### config.mk
export PLATFORM = sky130hd
export DESIGN_NAME = irc_message_tokenizer
export DESIGN_NICKNAME = d
export VERILOG_FILES = /design/src/rtl/imt_pkg.sv /design/src/rtl/imt_front.sv /design/src/rtl/imt_queue.sv /design/src/rtl/imt_back.sv /design/src/rtl/irc_message_tokenizer.sv
export SDC_FILE = /design/constraint.sdc
export NUM_CORES = 1
export LEC_CHECK = 0
export ABC_AREA = 1
export BUFFER_PORTS_ARGS = -buffer_cell sky130_fd_sc_hd__buf_2
export CORE_MARGIN = 2
export CORE_UTILIZATION = 26
export DETAILED_ROUTE_END_ITERATION = 12
export HOLD_SLACK_MARGIN = 0.02
export PLACE_DENSITY_LB_ADDON = 0.15
export SETUP_SLACK_MARGIN = 0.05
export SLEW_MARGIN = 30
export SYNTH_ARGS = -nofsm -noshare
export SYNTH_HDL_FRONTEND = slang
export SYNTH_HIERARCHICAL = 1
export SYNTH_SLANG_ARGS = --single-unit
### constraint.sdc
create_clock -name clk -period 8.54 [get_ports clk]
set_input_delay 0.427 -clock clk [delete_from_list [all_inputs] [get_ports clk]]
set_output_delay 0.427 -clock clk [all_outputs]
set_load 0.05 [all_outputs]
### src/rtl/imt_pkg.sv
// imt_pkg: shared types, codes and character constants for the irc message tokenizer
// no dependencies; imported by every rtl module of the block
package imt_pkg;

	localparam int unsigned HELD_WS_DEPTH_DEF = 16;

	localparam logic [7:0] CH_COLON = 8'h3a;
	localparam logic [7:0] CH_SPACE = 8'h20;
	localparam logic [7:0] CH_TAB   = 8'h09;
	localparam logic [7:0] CH_CR    = 8'h0d;
	localparam logic [7:0] CH_LF    = 8'h0a;
	localparam logic [7:0] CH_LC_A  = 8'h61;
	localparam logic [7:0] CH_LC_Z  = 8'h7a;
	localparam logic [7:0] CASE_OFS = 8'h20;

	localparam logic CMD_BYTE = 1'b0;
	localparam logic CMD_EOL  = 1'b1;

	localparam logic [1:0] KIND_PREFIX   = 2'd0;
	localparam logic [1:0] KIND_COMMAND  = 2'd1;
	localparam logic [1:0] KIND_PARAM    = 2'd2;
	localparam logic [1:0] KIND_TRAILING = 2'd3;

	localparam logic [1:0] ERR_NONE     = 2'd0;
	localparam logic [1:0] ERR_EMPTY    = 2'd1;
	localparam logic [1:0] ERR_NO_CMD   = 2'd2;
	localparam logic [1:0] ERR_OVERFLOW = 2'd3;

	// one output record without the end-of-run mark
	typedef struct packed {
		logic [1:0] error_code;
		logic       line_end;
		logic       param_closing;
		logic       token_end;
		logic [1:0] token_kind;
		logic [7:0] out_byte;
		logic       has_char;
	} rec_t;

	function automatic logic is_blank(input logic [7:0] b);
		return (b == CH_SPACE) || (b == CH_TAB) || (b == CH_CR) || (b == CH_LF);
	endfunction

endpackage

### src/rtl/imt_front.sv
// imt_front: accepts line items, tracks the line phase and classifies each byte
// into at most one job (held whitespace count plus closing record); uses imt_pkg
module imt_front import imt_pkg::*; #(
	parameter int unsigned HELD_WS_DEPTH = HELD_WS_DEPTH_DEF,
	localparam int unsigned CNT_W = $clog2(HELD_WS_DEPTH + 1),
	localparam int unsigned AW = $clog2(HELD_WS_DEPTH)
) (
	input  logic             clk,
	input  logic             arst_n,
	input  logic             in_valid,
	output logic             in_ready,
	input  logic             cmd,
	input  logic [7:0]       data_byte,
	// job queue side
	output logic             job_push,
	input  logic             job_room,
	output rec_t             job_rec,
	output logic [CNT_W-1:0] job_cnt,
	input  logic             drain_done,
	// held whitespace write port
	output logic             ws_we,
	output logic [AW-1:0]    ws_addr,
	output logic [7:0]       ws_data
);

	typedef enum logic [2:0] {
		PH_START,
		PH_PREFIX,
		PH_COMMAND,
		PH_PARAM_START,
		PH_MIDDLE,
		PH_TRAILING
	} phase_t;

	phase_t           phase_q, phase_d;
	logic             tok_bytes_q, tb;
	logic [CNT_W-1:0] held_cnt_q, cn;
	logic             ovf_q, ovf_d;
	logic             lock_q;
	logic             push, do_feed, we;
	logic [1:0]       feed_kind;
	logic [7:0]       fb;
	logic [AW-1:0]    wa;
	logic [1:0]       eol_err;
	rec_t             rec;
	logic [CNT_W-1:0] drain;
	logic             in_fire;

	assign in_ready = !lock_q && job_room;
	assign in_fire  = in_valid && in_ready;
	assign job_push = in_fire && push;
	assign job_rec  = rec;
	assign job_cnt  = drain;
	assign ws_we    = in_fire && we;
	assign ws_addr  = wa;
	assign ws_data  = fb;

	always_comb begin
		phase_d   = phase_q;
		tb        = tok_bytes_q;
		cn        = held_cnt_q;
		ovf_d     = ovf_q;
		push      = 1'b0;
		rec       = '0;
		drain     = '0;
		do_feed   = 1'b0;
		feed_kind = KIND_PREFIX;
		we        = 1'b0;
		wa        = '0;
		fb        = data_byte;
		eol_err   = ovf_q ? ERR_OVERFLOW : ERR_NONE;
		if (cmd == CMD_EOL) begin
			push              = 1'b1;
			rec.line_end      = 1'b1;
			rec.error_code    = eol_err;
			case (phase_q)
				PH_START: begin
					rec.error_code = ERR_EMPTY;
				end
				PH_PREFIX: begin
					rec.error_code = ERR_NO_CMD;
				end
				PH_COMMAND: begin
					rec.token_kind = KIND_COMMAND;
					rec.token_end  = 1'b1;
				end
				PH_MIDDLE: begin
					rec.token_kind    = KIND_PARAM;
					rec.token_end     = 1'b1;
					rec.param_closing = 1'b1;
				end
				PH_TRAILING: begin
					rec.token_kind = KIND_TRAILING;
					rec.token_end  = 1'b1;
				end
				default: ;
			endcase
			phase_d = PH_START;
			tb      = 1'b0;
			cn      = '0;
			ovf_d   = 1'b0;
		end else begin
			case (phase_q)
				PH_PREFIX: begin
					if (data_byte == CH_SPACE) begin
						push           = 1'b1;
						rec.token_kind = KIND_PREFIX;
						rec.token_end  = 1'b1;
						phase_d        = PH_COMMAND;
						tb             = 1'b0;
						cn             = '0;
					end else begin
						do_feed   = 1'b1;
						feed_kind = KIND_PREFIX;
					end
				end
				PH_COMMAND: begin
					if (data_byte == CH_SPACE) begin
						push           = 1'b1;
						rec.token_kind = KIND_COMMAND;
						rec.token_end  = 1'b1;
						phase_d        = PH_PARAM_START;
						tb             = 1'b0;
						cn             = '0;
					end else begin
						do_feed   = 1'b1;
						feed_kind = KIND_COMMAND;
					end
				end
				PH_PARAM_START: begin
					if (data_byte == CH_COLON) begin
						phase_d = PH_TRAILING;
						tb      = 1'b0;
						cn      = '0;
					end else if (data_byte == CH_SPACE) begin
						// empty middle parameter
						push           = 1'b1;
						rec.token_kind = KIND_PARAM;
						rec.token_end  = 1'b1;
						tb             = 1'b0;
						cn             = '0;
					end else begin
						phase_d   = PH_MIDDLE;
						tb        = 1'b0;
						cn        = '0;
						do_feed   = 1'b1;
						feed_kind = KIND_PARAM;
					end
				end
				PH_MIDDLE: begin
					if (data_byte == CH_SPACE) begin
						push           = 1'b1;
						rec.token_kind = KIND_PARAM;
						rec.token_end  = 1'b1;
						phase_d        = PH_PARAM_START;
						tb             = 1'b0;
						cn             = '0;
					end else begin
						do_feed   = 1'b1;
						feed_kind = KIND_PARAM;
					end
				end
				PH_TRAILING: begin
					do_feed   = 1'b1;
					feed_kind = KIND_TRAILING;
				end
				default: begin
					tb = 1'b0;
					cn = '0;
					if (data_byte == CH_COLON) begin
						phase_d = PH_PREFIX;
					end else if (data_byte == CH_SPACE) begin
						push           = 1'b1;
						rec.token_kind = KIND_COMMAND;
						rec.token_end  = 1'b1;
						phase_d        = PH_PARAM_START;
					end else begin
						phase_d   = PH_COMMAND;
						do_feed   = 1'b1;
						feed_kind = KIND_COMMAND;
					end
				end
			endcase
			if (do_feed) begin
				if (feed_kind == KIND_COMMAND && fb inside {[CH_LC_A:CH_LC_Z]}) begin
					fb = fb - CASE_OFS;
				end
				if (is_blank(fb)) begin
					// leading blanks are dropped, inner ones held
					if (tb) begin
						if (cn < CNT_W'(HELD_WS_DEPTH)) begin
							we = 1'b1;
							wa = cn[AW-1:0];
							cn = cn + 1'b1;
						end else begin
							ovf_d = 1'b1;
						end
					end
				end else begin
					push           = 1'b1;
					rec.has_char   = 1'b1;
					rec.out_byte   = fb;
					rec.token_kind = feed_kind;
					drain          = cn;
					cn             = '0;
					tb             = 1'b1;
				end
			end
		end
	end

	always_ff @(posedge clk or negedge arst_n) begin
		if (!arst_n) begin
			phase_q     <= PH_START;
			tok_bytes_q <= 1'b0;
			held_cnt_q  <= '0;
			ovf_q       <= 1'b0;
			lock_q      <= 1'b0;
		end else begin
			if (in_fire) begin
				phase_q     <= phase_d;
				tok_bytes_q <= tb;
				held_cnt_q  <= cn;
				ovf_q       <= ovf_d;
			end
			// hold off input until the held buffer has been read out
			if (job_push && drain != '0) begin
				lock_q <= 1'b1;
			end else if (drain_done) begin
				lock_q <= 1'b0;
			end
		end
	end

endmodule

### src/rtl/imt_queue.sv
// imt_queue: two-entry job queue between the classifier and the record sequencer
// depends on imt_pkg only through the import convention of the project
module imt_queue import imt_pkg::*; #(
	parameter int unsigned DATA_W = 16
) (
	input  logic              clk,
	input  logic              arst_n,
	input  logic              push,
	output logic              room,
	input  logic [DATA_W-1:0] push_data,
	input  logic              pop,
	output logic              head_valid,
	output logic [DATA_W-1:0] head_data
);

	logic [DATA_W-1:0] slot_q [2];
	logic              wr_ptr_q, rd_ptr_q;
	logic [1:0]        count_q;

	assign room       = (count_q != 2'd2);
	assign head_valid = (count_q != 2'd0);
	assign head_data  = slot_q[rd_ptr_q];

	always_ff @(posedge clk) begin
		if (push) begin
			slot_q[wr_ptr_q] <= push_data;
		end
	end

	always_ff @(posedge clk or negedge arst_n) begin
		if (!arst_n) begin
			wr_ptr_q <= 1'b0;
			rd_ptr_q <= 1'b0;
			count_q  <= 2'd0;
		end else begin
			if (push) begin
				wr_ptr_q <= !wr_ptr_q;
			end
			if (pop) begin
				rd_ptr_q <= !rd_ptr_q;
			end
			case ({push, pop})
				2'b10:   count_q <= count_q + 2'd1;
				2'b01:   count_q <= count_q - 2'd1;
				default: ;
			endcase
		end
	end

endmodule

### src/rtl/imt_back.sv
// imt_back: record sequencer; replays held whitespace from its buffer memory,
// then the job's own record, into a one-entry output register; depends on imt_pkg
module imt_back import imt_pkg::*; #(
	parameter int unsigned HELD_WS_DEPTH = HELD_WS_DEPTH_DEF,
	localparam int unsigned CNT_W = $clog2(HELD_WS_DEPTH + 1),
	localparam int unsigned AW = $clog2(HELD_WS_DEPTH)
) (
	input  logic             clk,
	input  logic             arst_n,
	// job queue head
	input  logic             job_valid,
	input  rec_t             job_rec,
	input  logic [CNT_W-1:0] job_cnt,
	output logic             job_pop,
	output logic             drain_done,
	// held whitespace write port
	input  logic             ws_we,
	input  logic [AW-1:0]    ws_addr,
	input  logic [7:0]       ws_data,
	// record output
	output logic             out_valid,
	input  logic             out_ready,
	output rec_t             out_rec,
	output logic             out_last
);

	typedef enum logic [1:0] {
		ST_IDLE,
		ST_READ,
		ST_HELD,
		ST_FINAL
	} state_t;

	logic [7:0]       held_mem [HELD_WS_DEPTH];
	logic [7:0]       rd_data_q;
	state_t           state_q;
	logic [CNT_W-1:0] idx_q;
	logic             out_valid_q;
	rec_t             out_rec_q;
	logic             out_last_q;
	logic             slot_free;
	rec_t             held_rec;

	assign slot_free = !out_valid_q || out_ready;
	assign out_valid = out_valid_q;
	assign out_rec   = out_rec_q;
	assign out_last  = out_last_q;

	always_comb begin
		held_rec            = '0;
		held_rec.has_char   = 1'b1;
		held_rec.out_byte   = rd_data_q;
		held_rec.token_kind = job_rec.token_kind;
	end

	always_comb begin
		job_pop    = 1'b0;
		drain_done = 1'b0;
		case (state_q)
			ST_IDLE: begin
				job_pop = job_valid && (job_cnt == '0) && slot_free;
			end
			ST_FINAL: begin
				job_pop    = slot_free;
				drain_done = slot_free;
			end
			default: ;
		endcase
	end

	always_ff @(posedge clk) begin
		if (ws_we) begin
			held_mem[ws_addr] <= ws_data;
		end
		rd_data_q <= held_mem[idx_q[AW-1:0]];
	end

	always_ff @(posedge clk or negedge arst_n) begin
		if (!arst_n) begin
			state_q     <= ST_IDLE;
			idx_q       <= '0;
			out_valid_q <= 1'b0;
			out_rec_q   <= '0;
			out_last_q  <= 1'b0;
		end else begin
			if (out_valid_q && out_ready) begin
				out_valid_q <= 1'b0;
			end
			case (state_q)
				ST_IDLE: begin
					if (job_valid) begin
						if (job_cnt == '0) begin
							if (slot_free) begin
								out_valid_q <= 1'b1;
								out_rec_q   <= job_rec;
								out_last_q  <= 1'b1;
							end
						end else begin
							idx_q   <= '0;
							state_q <= ST_READ;
						end
					end
				end
				ST_READ: begin
					// memory read data is registered and lands in ST_HELD
					state_q <= ST_HELD;
				end
				ST_HELD: begin
					if (slot_free) begin
						out_valid_q <= 1'b1;
						out_rec_q   <= held_rec;
						out_last_q  <= 1'b0;
						idx_q       <= idx_q + 1'b1;
						state_q     <= (idx_q + 1'b1 == job_cnt) ? ST_FINAL : ST_READ;
					end
				end
				ST_FINAL: begin
					if (slot_free) begin
						out_valid_q <= 1'b1;
						out_rec_q   <= job_rec;
						out_last_q  <= 1'b1;
						state_q     <= ST_IDLE;
					end
				end
				default: state_q <= ST_IDLE;
			endcase
		end
	end

endmodule

### src/rtl/irc_message_tokenizer.sv
// irc_message_tokenizer: top level; classifier front, job queue, record sequencer back
// depends on imt_pkg, imt_front, imt_queue, imt_back
//
// channel  | dir | tdata                                   | tuser       | tlast
// s_axis   | in  | data_byte[7:0]                          | cmd         | -
// m_axis   | out | has_char, out_byte, token_end,          | token_kind  | last_of_run
//          |     | param_closing, line_end, error_code     |             |
//
// an ordinary token byte or token close passes from the queue straight to the output
// register; a byte that releases n held whitespace characters makes the back sequencer
// start the drain, then do a memory read and an output load for each held character,
// then load the closing record, and input is held off until that drain ends.
// the front keeps working while fewer than two jobs wait in the queue.
// reset clears all control state; the held whitespace buffer needs no clearing.
// a stalled m_axis holds the output register and backs up through the queue to s_axis.
module irc_message_tokenizer import imt_pkg::*; #(
	parameter int unsigned HELD_WS_DEPTH = HELD_WS_DEPTH_DEF
) (
	input  logic        clk,
	input  logic        arst_n,
	input  logic        s_axis_tvalid,
	output logic        s_axis_tready,
	input  logic [7:0]  s_axis_tdata,  // [7:0] data_byte
	input  logic        s_axis_tuser,  // [0] cmd
	output logic        m_axis_tvalid,
	input  logic        m_axis_tready,
	// [0] has_char, [8:1] out_byte, [9] token_end, [10] param_closing,
	// [11] line_end, [13:12] error_code, [15:14] zero
	output logic [15:0] m_axis_tdata,
	output logic [1:0]  m_axis_tuser,  // [1:0] token_kind
	output logic        m_axis_tlast   // last_of_run
);

	localparam int unsigned CNT_W = $clog2(HELD_WS_DEPTH + 1);
	localparam int unsigned AW = $clog2(HELD_WS_DEPTH);
	localparam int unsigned JOB_W = $bits(rec_t) + CNT_W;

	logic             f_push, q_room, q_valid, q_pop, drain_done;
	rec_t             f_rec, h_rec, o_rec;
	logic [CNT_W-1:0] f_cnt, h_cnt;
	logic [JOB_W-1:0] q_head;
	logic             ws_we;
	logic [AW-1:0]    ws_addr;
	logic [7:0]       ws_data;

	imt_front #(.HELD_WS_DEPTH(HELD_WS_DEPTH)) u_front (
		.clk        (clk),
		.arst_n     (arst_n),
		.in_valid   (s_axis_tvalid),
		.in_ready   (s_axis_tready),
		.cmd        (s_axis_tuser),
		.data_byte  (s_axis_tdata),
		.job_push   (f_push),
		.job_room   (q_room),
		.job_rec    (f_rec),
		.job_cnt    (f_cnt),
		.drain_done (drain_done),
		.ws_we      (ws_we),
		.ws_addr    (ws_addr),
		.ws_data    (ws_data)
	);

	imt_queue #(.DATA_W(JOB_W)) u_queue (
		.clk        (clk),
		.arst_n     (arst_n),
		.push       (f_push),
		.room       (q_room),
		.push_data  ({f_cnt, f_rec}),
		.pop        (q_pop),
		.head_valid (q_valid),
		.head_data  (q_head)
	);

	assign h_rec = q_head[$bits(rec_t)-1:0];
	assign h_cnt = q_head[JOB_W-1:$bits(rec_t)];

	imt_back #(.HELD_WS_DEPTH(HELD_WS_DEPTH)) u_back (
		.clk        (clk),
		.arst_n     (arst_n),
		.job_valid  (q_valid),
		.job_rec    (h_rec),
		.job_cnt    (h_cnt),
		.job_pop    (q_pop),
		.drain_done (drain_done),
		.ws_we      (ws_we),
		.ws_addr    (ws_addr),
		.ws_data    (ws_data),
		.out_valid  (m_axis_tvalid),
		.out_ready  (m_axis_tready),
		.out_rec    (o_rec),
		.out_last   (m_axis_tlast)
	);

	assign m_axis_tdata = {2'b00, o_rec.error_code, o_rec.line_end, o_rec.param_closing,
		o_rec.token_end, o_rec.out_byte, o_rec.has_char};
	assign m_axis_tuser = o_rec.token_kind;

endmodule
==> flow_summary.rst, run 1 <==
.. list-table::
   :header-rows: 1

   * - Metric
     - Value
   * - Run status
     - finished clean
   * - Total of max-cap violations
     - 0
   * - Share of post-route cells with drive strength above 1
     - 17.6%
   * - Yosys warning total
     - 6
   * - TritonCTS clock tree
     - yes
   * - Final non-filler cell total
     - 1455
   * - Cells after synthesis
     - 905
   * - Pwr dens
     - 336 nW/um^2
   * - Worst clock skew
     - 0.0234 ns
   * - Y dimension of the die
     - 200 microns
   * - Post-DRT Antenna Nets
     - 0
   * - Via-per-instance ratio
     - 4.50
   * - Power, Total
     - 0.00382 W
   * - First-pass GRT wire length
     - 40.2 mm
   * - Aggregate global-route resource usage
     - 13.0%
   * - Critical Path Sink Type
     - flip-flop
   * - Fin. max-slew vios
     - 0
   * - CTS H-Tree Depth
     - 1
   * - Number of enable-type register cells in the synthesized netlist
     - 170
   * - I/O pins
     - 34
   * - Number of nets in the layout
     - 952
   * - Initial antenna violation count
     - 0
   * - Top cell family by delay on the critical path
     - simple AND/OR/NAND/NOR gates
   * - Final-layout setup total negative slack
     - 0 ns
   * - Biggest cell delay along the critical path
     - 0.78 ns
   * - FFs w/ async S/R, synth
     - 18.3%
   * - Port Buffers
     - 31
   * - Total inserted antenna cells
     - 0
   * - Kind of critical path
     - flip-flop to flip-flop
   * - Ys flop type
     - sky130_fd_sc_hd__edfxtp_1
   * - Clock transition at the registers of the reported paths
     - 0.06 ns
   * - Crit path buffers/inverters
     - 4
   * - Final hold vios
     - 0
   * - Post-cts gate resize count
     - 0
   * - Post-DR wirelength/cell
     - 18.0 microns
   * - Final Setup Violations
     - 0
   * - Num CTS Buffers
     - 25
   * - Number of cell rows
     - 71
   * - Die footprint
     - 40100 sq um
   * - Wire length after detailed routing
     - 26.1 mm
   * - Total vias in the final route
     - 6552
   * - Number of different library cells in the post-synthesis netlist
     - 54
   * - Standard cell with the maximum stage delay on the critical path
     - sky130_fd_sc_hd__nor2_1
   * - Type of the worst min-delay path
     - input pin to flip-flop
   * - Total gr overflow
     - 0
   * - Worst-case headroom to the max-slew limit
     - 34.9%
   * - Clock insertion delay at the later pin of the skew report
     - 0.54 ns
   * - Portion of the post-synthesis area used by sequential elements
     - 62.7%
   * - Worst Tran Pin Value
     - 0.972 ns
   * - Leakage Power
     - 4.21 nW
   * - Post-detail-place hpwl
     - 17.1 mm
   * - Via count of the first global-routing pass
     - 6439
   * - Flops & latches, synth
     - 218
   * - Cells along the critical path
     - inv_2 > ha_1 > inv_1 > nand2_4 > inv_2 > nand2_2 > nand2_4 > nor2_8 > nand2_4 > nor2_1 > nor2_2 > nand3_2 > nor2_4 > inv_2 > nor2_1 > nand3b_1 > nor2_1
   * - # Post-CTS Setup Buffers
     - 0
   * - Portion of the clock cycle consumed by the worst path in the final layout
     - 44.4%
   * - Final critical path time including I/O delays and setup
     - 3.79 ns
   * - Setup repair after global routing missed its margin
     - false
   * - Endpoint required time on the critical path
     - 8.71 ns
   * - Total placed cells including tap cells
     - 1408
   * - Iteration-0 DRC Markers
     - 364
   * - Worst ir drop on vdd
     - 147 uV
   * - CTS Buffer Depth
     - 3
   * - Crit path DAT
     - 3.96 ns
   * - Worst setup slack before clock tree synthesis
     - 4.49 ns
   * - Synth-to-layout area growth
     - 13.7%
   * - First-pass DRT Iterations
     - 4
   * - CORE AREA
     - 37800 sq um
   * - Starting Density
     - 26.5%
   * - Fin worst setup slack
     - 4.75 ns
   * - Fmax
     - 264 MHz
   * - Syn Std Cell Area
     - 10000 sq um
   * - Pin count of the biggest net entering global routing
     - 65
   * - Element type at the critical path start
     - flip-flop
   * - Routability congestion estimate
     - 0.791
   * - Root Buffer
     - sky130_fd_sc_hd__clkbuf_16
   * - Highest net fanout along the worst path
     - 12
   * - Average cell area after synthesis
     - 11.1 sq um
   * - Total DRC errors in the routed layout
     - 0
   * - Die X-Extent
     - 200 microns
   * - Total number of clock tree sinks
     - 218
   * - Fin util
     - 30.1%
-- sequential cells by signal (all words and copies together), names as in the netlist --
register	cells
u_back/held_mem	128
u_back/idx_q	5
u_back/out_last	1
u_back/out_rec	16
u_back/out_valid	1
u_back/rd_data_q	8
u_back/state_q	2
u_front/held_cnt_q	5
u_front/lock_q	1
u_front/ovf_q	1
u_front/phase_q	3
u_front/tok_bytes_q	1
u_queue/count_q	2
u_queue/rd_ptr_q	1
u_queue/slot_q	42
u_queue/wr_ptr_q	1
-- tightest hold or removal path, stage by stage --
cell                      delay (ns)
sky130_fd_sc_hd__buf_2          0.10
sky130_fd_sc_hd__nor2_1         0.10
sky130_fd_sc_hd__o21ai_0        0.08
sky130_fd_sc_hd__o21ai_0        0.08
-- cells in the mapped netlist (all sizes together), types with 12 or more instances --
library cell	n	area, sq um
edfxtp	170	5100
nand3	34	198
buf	39	302
nand2	136	566
inv	86	330
o21ai	102	586
nor2	158	657
a21oi	12	71.3
ha	14	175
dfrtp	40	1000
o221ai	16	140
o22ai	13	81.3
o211ai	20	150
-- kinds of logic after synthesis --
| group | count (synthesis) | share of synthesized area (%) |
|---|---|---|
| fa+ha+maj | 14 | 1.75 |
| buf+inv | 131 | 6.57 |
| xor+xnor | 5 | 0.438 |
| flops | 218 | 62.7 |
| other cells | 1 | 0.0375 |
| compound gates | 188 | 13.0 |
| simple gates | 348 | 15.5 |
-- where the power goes --
part / switching, W / leakage [nW] / internal (W) / total (W)
Combinational: 0.000928 / 1.68 / 0.000374 / 0.00130
Sequential: 0.000140 / 2.12 / 0.00132 / 0.00146
Clock: 0.000434 / 0.403 / 0.000624 / 0.00106
-- what timing repair did --
item	4_1_cts	5_1_grt
setup endpoints to repair	0	0
hold endpoints to repair	23	0
hold buffers	1	0
-- per-stage QoR --
step | instance area [sq um] | hold WS [ns]
after floorplan | 10000 | 0.131
after global placement | 10500 | 0.467
after detailed placement | 10500 | 0.466
after CTS | 11400 | 0.286
after global routing | 11400 | 0.310
final | 11400 | 0.314
-- final timing paths --
path | start | to | slack [ns] | cells past startpoint
max in group asynchronous | arst_n | u_queue/rd_ptr_q | 7.53 | 3
hold reg to reg | u_back/out_last | u_back/out_last | 0.48 | 2
hold / removal | m_axis_tready | u_back/out_valid | 0.31 | 4
min in group asynchronous | arst_n | u_front/held_cnt_q[2] | 0.51 | 3
setup / recovery | u_front/phase_q[1] | u_back/held_mem[5][7] | 4.75 | 17
setup reg to reg | u_front/phase_q[1] | u_back/held_mem[5][7] | 4.75 | 17
-- routing by layer --
layer | global-route usage (%) | up-vias | share of wire, %
met5 | 0 | - | 0
met4 | 4.16 | 0 | 2.6
met3 | 2.26 | 36 | 3.8
met2 | 21.1 | 133 | 47
met1 | 17.7 | 3184 | 47
li1 | - | 3199 | -
-- cells in the final DEF (no fill, tap or decap), drive strengths merged, types with 2 or more instances in the layout --
cell type	n
nand3	34
nor3	5
o21ai	102
bufinv	3
dfrtp	40
nor2	158
clkinv	17
a21oi	12
nand2	136
inv	86
nand4	9
o211ai	20
clkbuf	26
nand3b	4
buf	35
xor2	4
a22o	5
edfxtp	170
o31ai	2
a31oi	10
ha	14
o32ai	2
dfxtp	8
conb	2
a31o	2
o221ai	16
o22ai	13
-- area by class of cell --
class | count | area [sq um]
repair buffers | 36 | 195
clock inverters | 20 | 175
inverters | 87 | 334
clock buffers | 26 | 629
flip-flops and latches | 218 | 6270
multi-input cells | 557 | 3130
fillers | 3907 | 26400
well taps | 511 | 639
(Power assumes the default switching activity.)
==> run 2: changes to the inputs <==
--- a/config.mk
+++ b/config.mk
@@ -5,7 +5,7 @@
 export SDC_FILE = /design/constraint.sdc
 export NUM_CORES = 1
 export LEC_CHECK = 0
-export ABC_AREA = 1
+export ABC_AREA = 0
 export BUFFER_PORTS_ARGS = -buffer_cell sky130_fd_sc_hd__buf_2
 export CORE_MARGIN = 2
 export CORE_UTILIZATION = 26
==> constraint.sdc (replaced) <==
create_clock -name clk -period 3.9 [get_ports clk]
set_input_delay 0.195 -clock clk [delete_from_list [all_inputs] [get_ports clk]]
set_output_delay 0.195 -clock clk [all_outputs]
set_load 0.05 [all_outputs]
==> run 2 against run 1 <==
Net effect: first-iteration DRC count shrank 0.27%; clock power rose by 120%; die area fell by 1.2%; final cell count fell by 14%; clock skew down 0.0014 ns; wire length is 9.2% lower; total power up 110%; critical path depth down 5.
==> flow_summary.rst, run 2 <==
.. list-table::
   :header-rows: 1

   * - Metric
     - Value
   * - Share of synthesized cell area in full adder, half adder and majority cells
     - 1.77%
   * - Tightest hold margin
     - 0.122 ns
   * - Post-DRT Antenna Nets
     - 0
   * - Share of Yosys cell area claimed by the top area cell type
     - 51.7%
   * - Initial antenna violation count
     - 0
   * - Power share of the sequential group
     - 38.3%
   * - Total inserted antenna cells
     - 0
   * - Top reg by flops
     - u_back/held_mem
   * - Top post-synthesis cells by count
     - 170 x sky130_fd_sc_hd__edfxtp_1, 44 x sky130_fd_sc_hd__nor2_1, 40 x sky130_fd_sc_hd__dfrtp_1, 40 x sky130_fd_sc_hd__mux4_2, 27 x sky130_fd_sc_hd__mux2_4
   * - Clock transition at the registers of the reported paths
     - 0.06 ns
   * - FFs w/ async S/R, synth
     - 18.3%
   * - Commonest non-fill, non-tap cell in the layout
     - sky130_fd_sc_hd__edfxtp_1
   * - Num CTS Buffers
     - 25
   * - Y dimension of the die
     - 199 microns
   * - Power dissipated by switching net loads
     - 0.00256 W
   * - Critical Path Sink Type
     - flip-flop
   * - Die footprint
     - 39600 sq um
   * - Biggest cell delay along the critical path
     - 0.50 ns
   * - I/O pins
     - 34
   * - CTS H-Tree Depth
     - 1
   * - Dominant combinational cell family by area after synthesis
     - multiplexers
   * - Via count of the first global-routing pass
     - 6000
   * - Register-to-Register Setup Slack
     - 0.46 ns
   * - Final hold vios
     - 0
   * - Switch share
     - 32.4%
   * - Fmax
     - 290 MHz
   * - Commonest cells after routing, fill and taps aside
     - 170 x sky130_fd_sc_hd__edfxtp_1, 50 x sky130_fd_sc_hd__buf_4, 44 x sky130_fd_sc_hd__nor2_1
   * - CTS Buffer Depth
     - 3
   * - Final-layout setup total negative slack
     - 0 ns
   * - Most area-consuming cells after synthesis
     - sky130_fd_sc_hd__edfxtp_1 52%, sky130_fd_sc_hd__dfrtp_1 10%, sky130_fd_sc_hd__mux4_2 9.1%
   * - Setup repair after global routing missed its margin
     - false
   * - Die X-Extent
     - 199 microns
   * - # Post-CTS Setup Buffers
     - 0
   * - Flip-flop count of the largest register, all copies and words added
     - 128
   * - Number of enable-type register cells in the synthesized netlist
     - 170
   * - TritonCTS clock tree
     - yes
   * - Average cell area after synthesis
     - 15.3 sq um
   * - Starting Density
     - 26.3%
   * - Post-DR wirelength/cell
     - 19.0 microns
   * - Total number of clock tree sinks
     - 218
   * - Kind of critical path
     - flip-flop to flip-flop
   * - Leakage Power
     - 4.13 nW
   * - Run status
     - finished clean
   * - Total of max-cap violations
     - 0
   * - Ys flop type
     - sky130_fd_sc_hd__edfxtp_1
   * - Flops & latches, synth
     - 218
   * - Clk network pwr share
     - 29.0%
   * - Total vias in the final route
     - 5632
   * - Portion of the post-synthesis area used by sequential elements
     - 63.4%
   * - Number of cell rows
     - 71
   * - Share of post-route cells with drive strength above 1
     - 29.5%
   * - Synth-to-layout area growth
     - 18.1%
   * - Routability congestion estimate
     - 0.801
   * - Number of nets in the layout
     - 744
   * - Clock insertion delay at the later pin of the skew report
     - 0.53 ns
   * - Cell with the most instances after synthesis
     - sky130_fd_sc_hd__edfxtp_1
   * - Aggregate global-route resource usage
     - 12.4%
   * - Cells after synthesis
     - 647
   * - Syn Std Cell Area
     - 9880 sq um
   * - Worst-case headroom to the max-slew limit
     - 47.3%
   * - Cells along the critical path
     - clkinv_1 > ha_1 > a21oi_2 > or3_1 > o211ai_2 > o31ai_4 > nor2_1 > nor4_1 > buf_4 > or3b_2 > nor3_2 > buf_4
   * - CORE AREA
     - 37600 sq um
   * - Final Setup Violations
     - 0
   * - Wire length after detailed routing
     - 23.7 mm
   * - Post-detail-place hpwl
     - 16.6 mm
   * - Pwr dens
     - 678 nW/um^2
   * - Port Buffers
     - 31
   * - First-pass DRT Iterations
     - 4
   * - Pin count of the biggest net entering global routing
     - 41
   * - Mux cell area share after synthesis
     - 15.6%
   * - Standard cell with the maximum stage delay on the critical path
     - sky130_fd_sc_hd__or3b_2
   * - Crit path DAT
     - 3.67 ns
   * - Endpoint required time on the critical path
     - 4.12 ns
   * - Post-synthesis share of cell area spent on and, or, nand and nor gates
     - 8.75%
   * - Total gr overflow
     - 0
   * - Root Buffer
     - sky130_fd_sc_hd__clkbuf_16
   * - Worst clock skew
     - 0.0220 ns
   * - Highest net fanout along the worst path
     - 8
   * - Via-per-instance ratio
     - 4.52
   * - Fin. max-slew vios
     - 0
   * - Area fraction in compound gates after synthesis
     - 6.39%
   * - Crit-path most repeated cell
     - sky130_fd_sc_hd__buf_4
   * - Element type at the critical path start
     - flip-flop
   * - Internal Pwr Total
     - 0.00534 W
   * - Iteration-0 DRC Markers
     - 363
   * - Worst ir drop on vdd
     - 331 uV
   * - Logic pwr share
     - 32.7%
   * - Dominant cell type by area after synthesis
     - sky130_fd_sc_hd__edfxtp_1
   * - Worst Tran Pin Value
     - 0.784 ns
   * - Number of different library cells in the post-synthesis netlist
     - 71
   * - Final critical path time including I/O delays and setup
     - 3.44 ns
   * - Type of the worst min-delay path
     - input pin to flip-flop
   * - Xor-xnor portion of the synthesized cell area
     - 1.06%
   * - Portion of the clock cycle consumed by the worst path in the final layout
     - 88.3%
   * - First-pass GRT wire length
     - 37.0 mm
   * - Yosys warning total
     - 6
   * - Total DRC errors in the routed layout
     - 0
[run 2: changes by cell type after synthesis, sizes merged, moves of 13 or more]
cell and delta:
nor2 -114, mux2 +44, mux4 +40, nand3 -20
inv -64, nand2 -110, buf -18, o21ai -87
clkbuf +13, nor2b +13
[run 2: final timing paths]
check | start | endpoint | cells after the start
hold reg to reg | u_queue/wr_ptr_q | u_queue/wr_ptr_q | 1
hold / removal | s_axis_tdata[2] | u_back/held_mem[0][2] | 2
max in group asynchronous | arst_n | u_back/idx_q[0] | 2
min in group asynchronous | arst_n | u_back/out_last | 2
setup reg to reg | u_front/phase_q[1] | u_back/held_mem[0][0] | 12
setup / recovery | u_front/phase_q[1] | u_back/held_mem[0][0] | 12
[run 2: final cells by class]
type	count	area, sq um
Fill cell	3694	25900
Inverter	23	86.3
Multi-Input combinational cell	368	3330
Clock buffer	39	718
Timing Repair Buffer	81	536
Sequential cell	218	6270
Tap cell	511	639
Clock inverter	7	91.3
[run 2: cells by family after synthesis]
logic type               count (synthesis)
flip-flops                             218
AND/OR/NAND/NOR                        165
multiplexers                            88
AO/OA/AOI/OAI                           87
buffers and inverters                   62
adder cells (fa/ha/maj)                 14
XOR/XNOR                                12
other                                    1
[run 2: stage by stage]
step           area (sq um)  power (W)  utilization [%]  setup WS [ns]  instances
2_1_floorplan          9890    0.00503                -        -0.0468        648
3_3_place_gp          10800    0.00566             28.9          0.242       1200
3_5_place_dp          10800    0.00571             28.9          0.181       1200
4_1_cts               11700    0.00804             31.0          0.313       1247
5_1_grt               11700    0.00835             31.1         0.0708       1247
6_report              11700    0.00791             31.1          0.456       1247
[run 2: layer usage]
layer / global-route usage, % / vias to the layer above / wire length (microns)
met4: 3.57 / 0 / 386
met3: 1.61 / 27 / 804
li1: - / 2634 / -
met2: 20.6 / 88 / 11400
met1: 17.1 / 2883 / 11200
met5: 0 / - / 0
[run 2: power groups by stage]
stage / Sequential [W] / Combinational (W) / Clock [W]
floorplan: 0.00332 / 0.00171 / 0
global placement: 0.00308 / 0.00258 / 0
detailed placement: 0.00308 / 0.00263 / 0
CTS: 0.00304 / 0.00263 / 0.00237
global route: 0.00307 / 0.00283 / 0.00246
finish: 0.00303 / 0.00259 / 0.00229
[run 2: repair_timing]
item                                    in CTS  in global routing
resized for setup                            0                  1
hold buffers                                 1                  0
endpoints found under the setup margin       0                  8
hold endpoints to repair                    40                  0
[run 2: critical path: cells and delay by family (launching register included)]
kind	cells	cell delay, ns
buffers and inverters	3	0.47
DFF	1	0.36
and+or+nand+nor	5	1.31
adders and majority gates	1	0.35
AOI/OAI and AO/OA	3	0.64
==> run 3: changes to the inputs <==
--- a/config.mk
+++ b/config.mk
@@ -9,10 +9,13 @@
 export BUFFER_PORTS_ARGS = -buffer_cell sky130_fd_sc_hd__buf_2
 export CORE_MARGIN = 2
 export CORE_UTILIZATION = 26
+export CTS_BUF_LIST = sky130_fd_sc_hd__clkbuf_16
 export DETAILED_ROUTE_END_ITERATION = 12
+export GPL_TIMING_DRIVEN = 0
 export HOLD_SLACK_MARGIN = 0.02
 export PLACE_DENSITY_LB_ADDON = 0.15
 export SETUP_SLACK_MARGIN = 0.05
+export SKIP_LAST_GASP = 1
 export SLEW_MARGIN = 30
 export SYNTH_ARGS = -nofsm -noshare
 export SYNTH_HDL_FRONTEND = slang
==> run 3 against run 2 <==
Net effect: total power increased by 0.91%; worst setup slack worse by 0.26 ns; combinational power rose by 6%; final area up 3.7%; wire length grew 2.6%; register-to-register slack worse by 0.26 ns; non-clock buffer count increased by 22; largest power group unchanged.
==> flow_summary.rst, run 3 (synthesis results as in run 2) <==
.. list-table::
   :header-rows: 1

   * - Metric
     - Value
   * - Run status
     - finished clean
   * - Worst-case headroom to the max-slew limit
     - 33.6%
   * - Kind of critical path
     - flip-flop to flip-flop
   * - Final non-filler cell total
     - 1268
   * - Y dimension of the die
     - 199 microns
   * - Clock insertion delay at the later pin of the skew report
     - 0.51 ns
   * - Wire length after detailed routing
     - 24.3 mm
   * - Fmax
     - 270 MHz
   * - Post-detail-place hpwl
     - 16.7 mm
   * - Number of cell rows
     - 71
   * - Worst setup slack before clock tree synthesis
     - -1.41 ns
   * - Total vias in the final route
     - 5883
   * - Commonest cells after routing, fill and taps aside
     - 170 x sky130_fd_sc_hd__edfxtp_1, 40 x sky130_fd_sc_hd__mux4_2, 40 x sky130_fd_sc_hd__dfrtp_1
   * - Tightest hold margin
     - 0.119 ns
   * - Share of post-route cells with drive strength above 1
     - 32.6%
   * - Fin worst setup slack
     - 0.192 ns
   * - Crit path DAT
     - 3.93 ns
   * - Clock transition at the registers of the reported paths
     - 0.06 ns
   * - Total of max-cap violations
     - 0
   * - Worst Tran Pin Value
     - 0.992 ns
   * - Initial antenna violation count
     - 0
   * - I/O pins
     - 34
   * - Die footprint
     - 39600 sq um
   * - Element type at the critical path start
     - flip-flop
   * - Starting Density
     - 26.3%
   * - Portion of the clock cycle consumed by the worst path in the final layout
     - 95.1%
   * - Fin. max-slew vios
     - 0
   * - Critical Path Sink Type
     - flip-flop
   * - Pwr dens
     - 660 nW/um^2
   * - Die X-Extent
     - 199 microns
   * - Fill cell total of the finished layout
     - 3655
   * - Leakage Power
     - 4.23 nW
   * - Total DRC errors in the routed layout
     - 0
   * - Via-per-instance ratio
     - 4.64
   * - First-pass GRT wire length
     - 36.8 mm
   * - Pin count of the biggest net entering global routing
     - 41
   * - Total placed cells including tap cells
     - 1190
   * - Number of nets in the layout
     - 766
   * - Post-DR wirelength/cell
     - 19.2 microns
   * - Register-to-Register Setup Slack
     - 0.19 ns
   * - Commonest non-fill, non-tap cell in the layout
     - sky130_fd_sc_hd__edfxtp_1
   * - Endpoint required time on the critical path
     - 4.13 ns
   * - Type of the worst min-delay path
     - input pin to flip-flop
   * - Footprint of the multi-input gates
     - 3580 sq um
   * - TritonCTS clock tree
     - yes
   * - Post-DRT Antenna Nets
     - 0
   * - Setup repair after global routing missed its margin
     - false
   * - CTS Buffer Depth
     - 3
   * - Final-layout setup total negative slack
     - 0 ns
   * - Total inserted antenna cells
     - 0
   * - Final hold vios
     - 0
   * - Aggregate global-route resource usage
     - 12.3%
   * - CTS H-Tree Depth
     - 1
   * - Root Buffer
     - sky130_fd_sc_hd__clkbuf_16
   * - Iteration-0 DRC Markers
     - 407
   * - Worst clock skew
     - 0.0116 ns
   * - First-pass DRT Iterations
     - 5
   * - Total gr overflow
     - 0
   * - Port Buffers
     - 30
   * - Synth-to-layout area growth
     - 22.4%
   * - Worst ir drop on vdd
     - 244 uV
   * - Num CTS Buffers
     - 24
   * - Top reg by flops
     - u_back/held_mem
   * - Sequential standard cell area
     - 6270 sq um
   * - Final critical path time including I/O delays and setup
     - 3.71 ns
   * - Highest net fanout along the worst path
     - 10
   * - Routability congestion estimate
     - 0.799
   * - Flip-flop count of the largest register, all copies and words added
     - 128
   * - Final Setup Violations
     - 0
   * - Via count of the first global-routing pass
     - 6025
   * - Total number of clock tree sinks
     - 218
   * - CORE AREA
     - 37600 sq um
-- run 3: routing by layer --
layer / global-route usage [%] / wire [microns]
met5: 0 / 0
met2: 21.1 / 12000
met1: 16.5 / 10800
met4: 2.87 / 507
met3: 1.85 / 1120
-- run 3: what timing repair did --
item | CTS | global route
gates resized for setup | 38 | 13
endpoints found under the setup margin | 170 | 171
buffers inserted | 19 | 12
hold endpoints to repair | 42 | 0
hold buffers | 2 | 0
gates cloned | 0 | 1
pin swaps | 15 | 4
-- run 3: metrics by stage --
stage               area, sq um  util, %  power [W]
global route              12100     32.2    0.00838
CTS                       11900     31.8    0.00802
global placement          10700     28.4    0.00566
finish                    12100     32.2    0.00798
detailed placement        10700     28.5    0.00574
floorplan                  9890        -    0.00503
-- run 3: final timing paths --
path,startpoint,endpoint,depth (start not counted)
worst max-delay path,u_front/phase_q[2],u_back/held_mem[0][7],12
worst min-delay path,s_axis_tdata[3],u_queue/slot_q[0][4],2
worst max register to register,u_front/phase_q[2],u_back/held_mem[0][7],12
worst min register to register,u_back/out_rec[13],u_back/out_rec[13],1
max in group asynchronous,arst_n,u_front/phase_q[1],2
min in group asynchronous,arst_n,u_back/out_valid,2
-- run 3: area by class of cell --
| type | count | area share (%) |
|---|---|---|
| timing repair buffer | 64 | 4.32 |
| buffer | 39 | 1.78 |
| sequential | 218 | 51.8 |
| clock inverter | 19 | 1.33 |
| multi-input combinational | 369 | 29.6 |
| inverter | 23 | 0.745 |
| tap | 511 | 5.29 |
| clock buffer | 25 | 5.17 |
-- run 3: critical path, cell delays in order, from the launching register on --
cell,delay (ns)
sky130_fd_sc_hd__dfrtp_1,0.40
sky130_fd_sc_hd__buf_4,0.20
sky130_fd_sc_hd__inv_1,0.09
sky130_fd_sc_hd__ha_1,0.35
sky130_fd_sc_hd__a21oi_4,0.19
sky130_fd_sc_hd__or3_4,0.17
sky130_fd_sc_hd__o211ai_2,0.14
sky130_fd_sc_hd__o31ai_4,0.39
sky130_fd_sc_hd__nor2_4,0.13
sky130_fd_sc_hd__nor4_4,0.46
sky130_fd_sc_hd__or3b_4,0.50
sky130_fd_sc_hd__nor3_4,0.24
sky130_fd_sc_hd__buf_12,0.16
-- run 3: where the power goes --
| group | switching [W] | internal [W] | total, W |
|---|---|---|---|
| combinational | 0.00162 | 0.00113 | 0.00275 |
| clock | 0.000880 | 0.00135 | 0.00223 |
| sequential | 0.000153 | 0.00284 | 0.00300 |
| total | 0.00265 | 0.00533 | 0.00798 |
